--- src/rtl/ptsh_pkg.sv ---
// Shared types and widths for the polynomial Taylor shift block.
// Used by ptsh_cell and polynomial_taylor_shift; depends on nothing else.
package ptsh_pkg;

   // Q16.16 word and the widths of the multiply-accumulate path.
   localparam int WORD_W = 32;
   localparam int FRAC_W = 16;
   localparam int PROD_W = 2 * WORD_W;
   // Sum of a word and a rounded product (PROD_W - FRAC_W bits) plus one carry bit.
   localparam int SUM_W  = PROD_W - FRAC_W + 1;

   // Per-cycle commands sent from the sequencer to every cell.
   typedef struct packed {
      logic load;    // take the incoming coefficient and clear the overflow mark
      logic mul;     // multiply the upper neighbor's value by the shift point
      logic add;     // add the rounded product to the held value and saturate
      logic shift;   // take the upper neighbor's value (result drain)
   } ctl_type;

endpackage

--- src/rtl/ptsh_cell.sv ---
// One cell of the Taylor shift chain: holds one coefficient and its overflow mark.
// Performs a two-stage saturating Q16.16 multiply-accumulate. Depends on ptsh_pkg.
module ptsh_cell
   import ptsh_pkg::*;
(
   input  logic                     clock,
   input  ctl_type                  ctl,
   input  logic signed [WORD_W-1:0] shift_point,
   input  logic signed [WORD_W-1:0] load_value,
   input  logic signed [WORD_W-1:0] upper_value,
   input  logic                     upper_ovf,
   output logic signed [WORD_W-1:0] value,
   output logic                     ovf
);

   logic signed [WORD_W-1:0] value_ff, value_in;
   logic                     ovf_ff, ovf_in;
   logic signed [PROD_W-1:0] prod_ff, prod_in;
   logic                     upper_ovf_ff;
   logic signed [SUM_W-1:0]  sum;
   logic                     sat;
   logic signed [WORD_W-1:0] clamped;

   assign prod_in = shift_point * upper_value;

   // Rounding by adding half an LSB then flooring equals flooring plus bit 15.
   always_comb begin
      sum = SUM_W'(value_ff) + SUM_W'($signed(prod_ff[PROD_W-1:FRAC_W]))
            + SUM_W'($unsigned(prod_ff[FRAC_W-1]));
      sat = (sum[SUM_W-1:WORD_W-1] != {(SUM_W-WORD_W+1){1'b0}}) &&
            (sum[SUM_W-1:WORD_W-1] != {(SUM_W-WORD_W+1){1'b1}});
      if (!sat) begin
         clamped = sum[WORD_W-1:0];
      end else if (sum[SUM_W-1]) begin
         clamped = {1'b1, {(WORD_W-1){1'b0}}};
      end else begin
         clamped = {1'b0, {(WORD_W-1){1'b1}}};
      end
   end

   always_comb begin
      value_in = value_ff;
      ovf_in   = ovf_ff;
      priority if (ctl.load) begin
         value_in = load_value;
         ovf_in   = 1'b0;
      end else if (ctl.add) begin
         value_in = clamped;
         ovf_in   = ovf_ff | upper_ovf_ff | sat;
      end else if (ctl.shift) begin
         value_in = upper_value;
         ovf_in   = upper_ovf;
      end
   end

   always_ff @(posedge clock) begin
      value_ff <= value_in;
      ovf_ff   <= ovf_in;
      if (ctl.mul) begin
         prod_ff      <= prod_in;
         upper_ovf_ff <= upper_ovf;
      end
   end

   assign value = value_ff;
   assign ovf   = ovf_ff;

endmodule
--- config.mk ---
export PLATFORM = sky130hd
export DESIGN_NAME = ptsh_cell
export DESIGN_NICKNAME = d
export VERILOG_FILES = /design/src/rtl/ptsh_pkg.sv /design/src/rtl/ptsh_cell.sv
export SDC_FILE = /design/constraint.sdc
export NUM_CORES = 2
export LEC_CHECK = 0
export BUFFER_PORTS_ARGS = -buffer_cell sky130_fd_sc_hd__buf_2
export CORE_MARGIN = 2
export CORE_UTILIZATION = 55
export DETAILED_ROUTE_END_ITERATION = 8
export HOLD_SLACK_MARGIN = 0.15
export PLACE_DENSITY = 0.72
export SLEW_MARGIN = 20
export SYNTH_ARGS = -nofsm -noshare
export SYNTH_HDL_FRONTEND = slang
export SYNTH_SLANG_ARGS = --single-unit
--- constraint.sdc ---
create_clock -name clock -period 11.7 [get_ports clock]
set_input_delay 1.755 -clock clock [delete_from_list [all_inputs] [get_ports clock]]
set_output_delay 1.755 -clock clock [all_outputs]
set_load 0.1 [all_outputs]
==> flow_summary_export.csv <==
group,metric,value,unit
clocking,clock-root-buffer,"clkbuf_16",
clocking,post_cts_resized,0,
floorplanning,die_w,280,um
detailed_routing,wirelength,118000,um
sta,max_slew_margin,26.8,%
layout,final_common_cell,"fa_1",
detailed_routing,route.detailed.drc,0,
critical_path,cp_slowest_cell,"fa_1",
layout,final_cell_area,43400,sq um
layout,synthToLayoutAreaGrowth,3.49,%
global_route,grt_use_total,31.8,%
critical_path,crit_path_cell_trace,"buf_2, and2_1, fa_1, fa_1, fa_1, fa_1, fa_1, fa_1, fa_1, fa_1, ha_1, a21o_1, o21bai_1, a32oi_1, a21oi_1, a2111oi_0, a311oi_1, nor2_1, o31ai_1, a21oi_1, o21bai_1, xor2_1",
sta,hold_viol_final,0,
clocking,numCtsBuffers,9,
synthesis,syn_area_per_cell,9.41,sq um
global_route,grt_pass1_vias,34400,
detailed_routing,wl_per_cell,21.9,um
sta,finalCritPeriodShare,88.1,%
detailed_routing,ant_nets,0,
sta,setup_viol,0,
worst_hold_path,whs_path_depth,1,
floorplanning,io_pins,135,
clocking,cts_max_level,3,
sta,max_freq,0.0970,GHz
synthesis,synthFlopType,"edfxtp_1",
critical_path,cp_top_family,"adder cells",
critical_path,cp.arrival,10.41,ns
clocking,cts.reportedPaths.clkPinSlew,0.08,ns
detailed_routing,drt_iter0_markers,2254,
flow_run,maxCapViolCount,0,
synthesis,synth_area,41900,sq um
floorplanning,fp.dieArea,78500,sq um
global_route,grt_pass1_wl,191000,um
global_route,grt_overflow,0,
clocking,cts.sinks,83,
synthesis,ys_ff_latch,83,
synthesis,ys_seq_area_share,5.92,%
layout,final_nets,5803,
sta,finalSetupTns,0,ns
critical_path,critical_path_buf_inv_count,1,
layout,layout_common_cells,"fa_1, inv_1, nand2_1",
floorplanning,die_h,280,um
floorplanning,initial_core_util,55.4,%
synthesis,ys_types,75,
critical_path,reg2reg_depth,14,
detailed_routing,routed_via_density,5.76,
detailed_routing,vias,31000,
synthesis,mappedNetlistNets,5868,
global_route,grt_max_degree,51,
floorplanning,core_region_area,75700,sq um
clocking,ctsHoldBuffers,0,
critical_path,startpoint_type,"primary input",
synthesis,ys_warn_count,0,
run_status,outcome,"finished, final reports clean",
placement,gp_congestion,0.948,
sta,period_minus_slack,10.31,ns
critical_path,cp_max_fo,33,
synthesis,synth-edff-count,82,
critical_path,crit_type,"primary input to register",
placement,io_buffer_count,134,
clocking,cts_tree,"built",
global_route,antenna_found_initial,2,
clocking,post_cts_buffers,0,
worst_hold_path,hold_path.class,"register to register",
critical_path,slowest_delay,0.95,ns
layout,layout-drive-gt1-share,4.66,%
critical_path,crit_top_cell,"fa_1",
floorplanning,std_cell_rows,101,
synthesis,syn_inst,4456,
sta,rsz0062_at_grt,"no",
sta,drv_slew,0,
clocking,cts_max_path_buffers,2,
placement,hpwl,91900,um
critical_path,critical_path_depth,22,
placement,postPlaceCellArea,43100,sq um
critical_path,critPathRequiredTime,11.80,ns
detailed_routing,drt-pass1-iter-count,5,
clocking,clk_latency,0.37,ns
synthesis,async_flop_share,0,%
sta,worst_pin_slew,1.10,ns
critical_path,end_kind,"register",
sta,fin_skew,0.0189,ns
logic make-up after synthesis:
kind of cell    share of synthesized area, %
simple gates                            16.1
fa+ha+maj                               58.5
xor+xnor                                1.96
mux                                   0.0955
buf+inv                                 10.9
compound gates                          6.60
flops                                   5.92
final timing paths:
| path | endpoint | slack [ns] | from |
|---|---|---|---|
| hold / removal | ovf | 0.48 | upper_ovf_ff |
| hold reg to reg | ovf | 0.48 | upper_ovf_ff |
| setup reg to reg | value[4] | 6.73 | value[0] |
| setup / recovery | prod_ff[62] | 1.39 | upper_value[3] |
per-layer routing:
metal	track usage [%]	part of all wire (%)
met2	53.3	48
met1	40.4	38
met5	0	0
met3	5.71	8.3
met4	14.4	5.4
area by class of cell:
class | instances | area, sq um
diodes | 4 | 10.0
clock buffers | 9 | 225
clock inverters | 7 | 76.3
fillers | 6624 | 32300
inverters | 958 | 3600
multi-input cells | 3176 | 34900
flip-flops and latches | 83 | 2480
well taps | 978 | 1220
repair buffers | 163 | 888
sequential cells by signal, indices dropped and copies added (netlist names):
| register | cells |
|---|---|
| ovf | 1 |
| prod_ff | 49 |
| upper_ovf_ff | 1 |
| value | 32 |
per-stage QoR:
stage | hold WS [ns] | setup WS [ns] | util, % | std cells
after floorplan | 0.447 | 2.32 | - | 4456
after global placement | 0.454 | 1.25 | 56.9 | 5358
after detailed placement | 0.473 | 1.18 | 56.9 | 5358
after CTS | 0.491 | 1.52 | 57.3 | 5374
after global routing | 0.521 | 1.01 | 57.3 | 5374
final | 0.485 | 1.39 | 57.3 | 5378
synthesized netlist by cell type, drive strengths merged, types with 14 or more instances:
cell type  count  area [sq um]
clkbuf       220           826
nand2b        17           106
inv          958          3600
edfxtp        82          2460
nor3          20           100
nand4         22           138
a21oi        131           682
nor2          78           293
a31oi         15           100
xnor2         58           508
fa          1083         21700
ha           227          2840
o21ai        130           654
or3           42           263
nand2        554          2080
a21o          52           390
and2         516          3230
o21bai        14           105
nand3         26           130
xor2          36           315
buf           19           133
Power is not shown: default switching activity piles up to over one toggle a cycle in this logic, so the estimate is an artifact.
